### config.mk
export PLATFORM = sky130hd
export DESIGN_NAME = lfu_cache_replacement_unit
export DESIGN_NICKNAME = d
export VERILOG_FILES = /design/src/hdl/lfu_pkg.sv /design/src/hdl/lfu_ctrl.sv /design/src/hdl/lfu_dpath.sv /design/src/hdl/lfu_cache_replacement_unit.sv
export SDC_FILE = /design/constraint.sdc
export NUM_CORES = 2
export LEC_CHECK = 0
export ABC_AREA = 0
export BUFFER_PORTS_ARGS = -buffer_cell sky130_fd_sc_hd__buf_2
export CORE_MARGIN = 2
export CORE_UTILIZATION = 65
export DETAILED_ROUTE_END_ITERATION = 12
export PLACE_DENSITY = 0.91
export SLEW_MARGIN = 0
export SYNTH_ARGS = -nofsm -noshare
export SYNTH_HDL_FRONTEND = slang
export SYNTH_SLANG_ARGS = --single-unit
### constraint.sdc
create_clock -name clk_i -period 12.85 [get_ports clk_i]
set_input_delay 1.285 -clock clk_i [delete_from_list [all_inputs] [get_ports clk_i]]
set_output_delay 1.285 -clock clk_i [all_outputs]
set_load 0.03 [all_outputs]
### src/hdl/lfu_pkg.sv
`default_nettype none
package lfu_pkg;
  localparam int unsigned EntriesDef = 16;
  localparam int unsigned KeyBitsDef = 32;
  localparam int unsigned ValueBitsDef = 32;
  localparam int unsigned CountBitsDef = 16;
  localparam int unsigned CapBits = 5;
  localparam logic [CapBits-1:0] CapReset = 5'd16;

  // controller -> datapath commands
  typedef struct packed {
    logic load;     // capture request, start lookup
    logic scan;     // one victim-search step
    logic evict;    // remove victim
    logic commit;   // apply hit update or insert
  } lfu_cmd_t;

  // datapath -> controller status
  typedef struct packed {
    logic scan_done;
  } lfu_sts_t;
endpackage
`default_nettype wire

### src/hdl/lfu_ctrl.sv
`default_nettype none
module lfu_ctrl (
  input  wire logic            clk_i,
  input  wire logic            rst_ni,
  input  wire logic            in_valid_i,
  output logic                 in_ready_o,
  output logic                 out_valid_o,
  input  wire logic            out_ready_i,
  input  wire lfu_pkg::lfu_sts_t sts_i,
  output lfu_pkg::lfu_cmd_t    cmd_o
);
  localparam logic [2:0] StIdle = 3'd0;
  localparam logic [2:0] StScan = 3'd1;
  localparam logic [2:0] StEvict = 3'd2;
  localparam logic [2:0] StCommit = 3'd3;
  localparam logic [2:0] StOut = 3'd4;

  logic [2:0] state_q, state_d;

  assign in_ready_o  = (state_q == StIdle);
  assign out_valid_o = (state_q == StOut);

  always_comb begin
    state_d = state_q;
    cmd_o = '0;
    unique case (state_q)
      StIdle: begin
        if (in_valid_i) begin
          cmd_o.load = 1'b1;
          state_d = StScan;
        end
      end
      StScan: begin
        cmd_o.scan = 1'b1;
        if (sts_i.scan_done) state_d = StEvict;
      end
      StEvict: begin
        cmd_o.evict = 1'b1;
        state_d = StCommit;
      end
      StCommit: begin
        cmd_o.commit = 1'b1;
        state_d = StOut;
      end
      StOut: begin
        if (out_ready_i) state_d = StIdle;
      end
      default: state_d = StIdle;
    endcase
  end

  always_ff @(posedge clk_i or negedge rst_ni) begin
    if (!rst_ni) begin
      state_q <= StIdle;
    end else begin
      state_q <= state_d;
    end
  end
endmodule
`default_nettype wire

### src/hdl/lfu_dpath.sv
`default_nettype none
module lfu_dpath #(
  parameter int unsigned Entries = lfu_pkg::EntriesDef,
  parameter int unsigned KeyBits = lfu_pkg::KeyBitsDef,
  parameter int unsigned ValueBits = lfu_pkg::ValueBitsDef,
  parameter int unsigned CountBits = lfu_pkg::CountBitsDef
) (
  input  wire logic                    clk_i,
  input  wire logic                    rst_ni,
  input  wire lfu_pkg::lfu_cmd_t       cmd_i,
  output lfu_pkg::lfu_sts_t            sts_o,
  input  wire logic [lfu_pkg::CapBits-1:0] cap_i,
  input  wire logic                    put_i,
  input  wire logic [KeyBits-1:0]      key_i,
  input  wire logic [ValueBits-1:0]    val_i,
  output logic                         hit_o,
  output logic [ValueBits-1:0]         rd_o,
  output logic                         ev_o,
  output logic [KeyBits-1:0]           evk_o
);
  localparam int unsigned IdxBits = (Entries > 1) ? $clog2(Entries) : 1;
  localparam int unsigned OccBits = $clog2(Entries + 1);
  localparam int unsigned CmpBits = (OccBits > lfu_pkg::CapBits) ? OccBits : lfu_pkg::CapBits;
  localparam logic [CountBits-1:0] CountMax = '1;

  logic [Entries-1:0]   vld_q;
  logic [KeyBits-1:0]   key_q [Entries];
  logic [ValueBits-1:0] val_q [Entries];
  logic [CountBits-1:0] cnt_q [Entries];
  logic [IdxBits-1:0]   rnk_q [Entries];
  logic [OccBits-1:0]   occ_q;

  logic                 put_q;
  logic [KeyBits-1:0]   rkey_q;
  logic [ValueBits-1:0] rval_q;
  logic                 hit_q;
  logic [IdxBits-1:0]   hidx_q;
  logic                 vfound_q;
  logic [IdxBits-1:0]   vidx_q;
  logic [IdxBits-1:0]   scan_q;
  logic                 ev_q;
  logic [KeyBits-1:0]   evk_q;
  logic [ValueBits-1:0] rd_q;

  // associative match on the incoming key
  logic [Entries-1:0] match;
  logic               mhit;
  logic [IdxBits-1:0] midx;
  always_comb begin
    mhit = 1'b0;
    midx = '0;
    for (int i = 0; i < Entries; i++) begin
      match[i] = vld_q[i] && (key_q[i] == key_i);
    end
    for (int i = Entries - 1; i >= 0; i--) begin
      if (match[i]) begin
        mhit = 1'b1;
        midx = IdxBits'(i);
      end
    end
  end

  // clamp capacity to the entry count
  logic [CmpBits-1:0] cap_c;
  logic               cap_zero, full;
  always_comb begin
    cap_c = (CmpBits'(cap_i) > CmpBits'(Entries)) ? CmpBits'(Entries) : CmpBits'(cap_i);
    cap_zero = (cap_i == '0);
    full = CmpBits'(occ_q) >= cap_c;
  end

  // victim candidate test for the scanned entry
  logic better;
  always_comb begin
    better = vld_q[scan_q] && (!vfound_q || (cnt_q[scan_q] < cnt_q[vidx_q]) ||
             ((cnt_q[scan_q] == cnt_q[vidx_q]) && (rnk_q[scan_q] > rnk_q[vidx_q])));
  end
  assign sts_o.scan_done = (scan_q == IdxBits'(Entries - 1));

  // first free slot after eviction
  logic               free_any;
  logic [IdxBits-1:0] free_idx;
  always_comb begin
    free_any = 1'b0;
    free_idx = '0;
    for (int i = Entries - 1; i >= 0; i--) begin
      if (!vld_q[i]) begin
        free_any = 1'b1;
        free_idx = IdxBits'(i);
      end
    end
  end

  logic do_evict;
  assign do_evict = put_q && !cap_zero && !hit_q && full && vfound_q;

  always_ff @(posedge clk_i or negedge rst_ni) begin
    if (!rst_ni) begin
      vld_q <= '0;
      occ_q <= '0;
    end else if (cmd_i.evict && do_evict) begin
      vld_q[vidx_q] <= 1'b0;
      occ_q <= occ_q - OccBits'(1);
    end else if (cmd_i.commit && put_q && !cap_zero && !hit_q && free_any) begin
      vld_q[free_idx] <= 1'b1;
      occ_q <= occ_q + OccBits'(1);
    end
  end

  always_ff @(posedge clk_i) begin
    if (cmd_i.load) begin
      put_q    <= put_i;
      rkey_q   <= key_i;
      rval_q   <= val_i;
      hit_q    <= mhit;
      hidx_q   <= midx;
      rd_q     <= (!put_i && mhit) ? val_q[midx] : '0;
      vfound_q <= 1'b0;
      vidx_q   <= '0;
      scan_q   <= '0;
      ev_q     <= 1'b0;
      evk_q    <= '0;
    end
    if (cmd_i.scan) begin
      if (better) begin
        vfound_q <= 1'b1;
        vidx_q   <= scan_q;
      end
      if (!sts_o.scan_done) scan_q <= scan_q + IdxBits'(1);
    end
    if (cmd_i.evict && do_evict) begin
      ev_q  <= 1'b1;
      evk_q <= key_q[vidx_q];
      for (int i = 0; i < Entries; i++) begin
        if (vld_q[i] && rnk_q[i] > rnk_q[vidx_q]) rnk_q[i] <= rnk_q[i] - IdxBits'(1);
      end
    end
    if (cmd_i.commit) begin
      if (hit_q && (!put_q || !cap_zero)) begin
        if (put_q) val_q[hidx_q] <= rval_q;
        if (cnt_q[hidx_q] != CountMax) cnt_q[hidx_q] <= cnt_q[hidx_q] + CountBits'(1);
        for (int i = 0; i < Entries; i++) begin
          if (vld_q[i] && IdxBits'(i) != hidx_q && rnk_q[i] < rnk_q[hidx_q])
            rnk_q[i] <= rnk_q[i] + IdxBits'(1);
        end
        rnk_q[hidx_q] <= '0;
      end else if (put_q && !cap_zero && !hit_q && free_any) begin
        for (int i = 0; i < Entries; i++) begin
          if (vld_q[i]) rnk_q[i] <= rnk_q[i] + IdxBits'(1);
        end
        key_q[free_idx] <= rkey_q;
        val_q[free_idx] <= rval_q;
        cnt_q[free_idx] <= CountBits'(1);
        rnk_q[free_idx] <= '0;
      end
    end
  end

  assign hit_o = hit_q;
  assign rd_o  = rd_q;
  assign ev_o  = ev_q;
  assign evk_o = evk_q;
endmodule
`default_nettype wire

### src/hdl/lfu_cache_replacement_unit.sv
`default_nettype none
// LFU cache replacement unit with least-recently-used tie break.
// Input stream (s_axis): one transaction per request; tdata carries the
// command (get 0, put 1), key and write value. Output stream (m_axis): one
// transaction per request with hit, read value, evicted flag and victim key.
// Configuration: cfg_we_i writes capacity_in_use (entries allowed, 0 turns
// puts off); change it only while the unit is idle and the store empty.
// Timing: a request is captured, then the victim search walks one entry per
// cycle over all ENTRIES slots (count, then rank compare), followed by an
// evict step and a commit step. One request is in flight at a time.
// Reset clears all valid bits and the occupancy count; capacity returns to 16.
// When the receiver stalls, hold the result on m_axis and accept no new
// request until the result transaction completes.
module lfu_cache_replacement_unit #(
  parameter int unsigned Entries = lfu_pkg::EntriesDef,
  parameter int unsigned KeyBits = lfu_pkg::KeyBitsDef,
  parameter int unsigned ValueBits = lfu_pkg::ValueBitsDef,
  parameter int unsigned CountBits = lfu_pkg::CountBitsDef
) (
  input  wire logic clk_i,
  input  wire logic rst_ni,
  input  wire logic cfg_we_i,
  input  wire logic [lfu_pkg::CapBits-1:0] cfg_wdata_i,
  input  wire logic s_axis_tvalid,
  output logic      s_axis_tready,
  // [0] command, [32:1] lookup_key, [64:33] write_value, zero padded
  input  wire logic [71:0] s_axis_tdata,
  output logic      m_axis_tvalid,
  input  wire logic m_axis_tready,
  // [0] hit, [32:1] read_value, [33] evicted, [65:34] evicted_key, zero padded
  output logic [71:0] m_axis_tdata
);
  lfu_pkg::lfu_cmd_t cmd;
  lfu_pkg::lfu_sts_t sts;
  logic [lfu_pkg::CapBits-1:0] cap_q;
  logic hit, ev;
  logic [ValueBits-1:0] rd;
  logic [KeyBits-1:0] evk;

  // hold capacity register
  always_ff @(posedge clk_i or negedge rst_ni) begin
    if (!rst_ni) begin
      cap_q <= lfu_pkg::CapReset;
    end else if (cfg_we_i) begin
      cap_q <= cfg_wdata_i;
    end
  end

  lfu_ctrl u_ctrl (
    .clk_i, .rst_ni,
    .in_valid_i(s_axis_tvalid), .in_ready_o(s_axis_tready),
    .out_valid_o(m_axis_tvalid), .out_ready_i(m_axis_tready),
    .sts_i(sts), .cmd_o(cmd)
  );

  lfu_dpath #(.Entries(Entries), .KeyBits(KeyBits), .ValueBits(ValueBits),
              .CountBits(CountBits)) u_dpath (
    .clk_i, .rst_ni, .cmd_i(cmd), .sts_o(sts), .cap_i(cap_q),
    .put_i(s_axis_tdata[0]), .key_i(s_axis_tdata[KeyBits:1]),
    .val_i(s_axis_tdata[KeyBits+ValueBits:KeyBits+1]),
    .hit_o(hit), .rd_o(rd), .ev_o(ev), .evk_o(evk)
  );

  assign m_axis_tdata = {6'd0, evk, ev, rd, hit};
endmodule
`default_nettype wire

==> metrics.csv <==
metric;value;unit
most common cell after layout, fill and taps aside;edfxtp_1;
top layer in use;met5;
Syn Inst Count;4854;
crit path kind;primary input to flop;
Unique masters post-synth;78;
number of synthesized flops with an enable pin;1414;
clock skew;73.6;ps
Core Area;115000;um2
Peak VDD IR;0.178;mV
CP Launch Type;primary input;
gp weighted congestion;1.07;
YS warnings;0;
Worst Path Arrival;7260;ps
P&R area growth vs syn;9.60;%
root buffer cell;clkbuf_16;
Rel. slew slack;0.121;
Mapped Avg Cell Area;15.5;um2
CTS resizes;0;
met3 wire len;36400;um
Fin. Hold Viols;0;
most frequent cells in the layout;edfxtp_1 (1414), mux4_2 (462), xor2_1 (408);
metal2 WL;106000;um
Synth area leaders;edfxtp_1 (56%), mux4_2 (14%), xor2_1 (4.7%);
Hold Path Class;flop to flop;
Starting Density;0.657;
worst skew pair latency;810;ps
post-DR wirelength/cell;36.0;um
die height;344;um
Clock Power Share;0.294;
run status;finished clean;
Vias per Instance;7.51;
vias in the first global route;48359;
max-slew violation count;0;
initial antenna violation count;19;
# clock sinks;1521;
die extent in x;344;um
Max FO, Critical Path;38;
routed via count;49524;
post-synthesis sequential area ratio;0.594;
DRC Markers;0;
CP endpoint kind;flop;
cell taking the most area after synthesis;edfxtp_1;
M1 wire length;78900;um
share of layout cells above drive strength 1;0.206;
register area;44800;um2
number of CTS-inserted buffers;154;
CTS clock-pin slew for the worst setup and hold paths;60;ps
die area;119000;um2
initial drt markers;8291;
Max Cap Violations;0;
post-CTS setup buffers;0;
cell area after synthesis;75400;um2
worst slew pin tran;1310;ps
Synth Register Bits;1521;
Total Routed Length;237000;um
Gate power share;0.272;
min cycle time layout;6770;ps
CTS tree;yes;
first-pass GRT wire length;337000;um
clock buffer depth;3;
Switch Pwr;4900;uW
H-tree Lvls;4;
grt ovf;0;
final non-filler cell area;82600;um2
most used flip-flop cell after synthesis;edfxtp_1;
fillers;6819;
final HPWL from detailed placement;154000;um
total track usage;0.402;
I/O Buffers;142;
final net count;5211;
P_int;10300;uW
I/O pin count;156;
sequential share of power;0.434;
crit share post-route;0.527;
Cell Pwr Density;184;nW/um2
Worst EP required;13340;ps
RSZ-0062 raised after global routing;no;
num rows;124;
Fmax achieved;0.148;GHz
Area after DPL;77600;um2
largest net degree at the start of global routing;150;
post-route ant nets;0;
setup_tns;0;ps
cell leakage power;0.0278;uW
switch share;0.323;
# hold bufs at CTS;0;
ys async rst share;0.0191;
Pre-antenna DRT Iters;6;
Multi-input gate area;29100;um2
setup violators final;0;
post-synth top area share;0.563;
==> critical path, cell delays in order <==
cell	delay, ps
buf_2	610
xor2_1	190
nor4_1	640
nand4_1	170
or4_1	680
nand4_1	180
a41oi_1	140
nor3_2	200
buf_4	580
nand2_2	790
nand2_2	1030
o21ai_0	280
o22ai_1	260
o32ai_1	180
==> cells in the mapped netlist, types with 72 or more instances <==
master / count
a21oi_1: 72
buf_2: 74
xnor2_1: 172
nor4_1: 168
edfxtp_1: 1414
nand4_1: 104
nor2b_1: 78
dfxtp_1: 78
o21ai_0: 90
xor2_1: 408
nand2_1: 211
a221oi_1: 72
clkbuf_1: 132
nor2_1: 146
inv_1: 91
mux4_2: 462
mux2i_1: 111
ha_1: 174
==> stage by stage <==
| step | utilization | std cells | hold slack (ps) | worst slack, ps | total power (uW) |
|---|---|---|---|---|---|
| after global routing | 0.720 | 6583 | 474 | 6110 | 15600 |
| after floorplan | - | 4859 | 423 | 7560 | 9240 |
| after CTS | 0.720 | 6583 | 451 | 6370 | 15000 |
| after global placement | 0.677 | 6303 | 436 | 5770 | 10400 |
| after detailed placement | 0.677 | 6303 | 434 | 5540 | 10600 |
| final | 0.720 | 6591 | 446 | 6080 | 15200 |
==> metal layers <==
metal	track usage	vias up
li1	-	19558
met1	0.529	24548
met2	0.599	4446
met3	0.133	956
met4	0.221	16
met5	0	-
==> registers in the layout, indices dropped and copies added, names as in the netlist, 3 cells and up, named ones only <==
register / flops
u_dpath.cnt_q: 256
u_dpath.hidx_q: 4
u_dpath.rnk_q: 64
u_dpath.vld_q: 16
u_dpath.rd_o: 32
u_ctrl.state_q: 3
u_dpath.rval_q: 32
u_dpath.vidx_q: 4
u_dpath.val_q: 512
u_dpath.evk_o: 32
u_dpath.scan_q: 4
u_dpath.occ_q: 5
u_dpath.rkey_q: 32
cap_q: 5
u_dpath.key_q: 512
==> power groups by stage <==
stage | sequential (uW) | clock (uW) | combinational [uW]
floorplan | 6360 | 0 | 2880
global placement | 6600 | 0 | 3820
detailed placement | 6640 | 0 | 3980
CTS | 6540 | 4460 | 4040
global route | 6600 | 4630 | 4340
finish | 6570 | 4460 | 4120
==> worst paths after layout <==
kind	end	slack, ps	from	cells past startpoint
worst min register to register	u_dpath.ev_o	450	u_dpath.ev_o	2
worst max-delay path	u_dpath.rd_o[24]	6080	s_axis_tdata[16]	14
min in group asynchronous	u_ctrl.state_q[0]	580	rst_ni	1
worst min-delay path	u_dpath.ev_o	450	u_dpath.ev_o	2
worst max register to register	u_dpath.vidx_q[3]	6450	u_dpath.vidx_q[0]	17
max in group asynchronous	u_dpath.vld_q[7]	11750	rst_ni	1
==> area by class of cell <==
| class | instances | share of cell area |
|---|---|---|
| repair buffers | 235 | 0.0172 |
| diodes | 8 | 0.000242 |
| multi-input cells | 2942 | 0.353 |
| clock inverters | 98 | 0.0123 |
| flip-flops and latches | 1521 | 0.542 |
| well taps | 1512 | 0.0229 |
| inverters | 93 | 0.00429 |
| clock buffers | 182 | 0.0482 |
==> kinds of logic (layout without fill, tap and decap cells) <==
kind of cell    Yosys count  count (layout)  synth area share
compound gates          542             542            0.0511
xor+xnor                580             580            0.0674
simple gates           1014            1014            0.0721
buf+inv                 396             608            0.0249
flops                  1521            1521             0.594
other cells               1              14         0.0000498
mux                     618             618             0.160
fa+ha+maj               182             182            0.0310
Power figures use the tool's default switching activity.
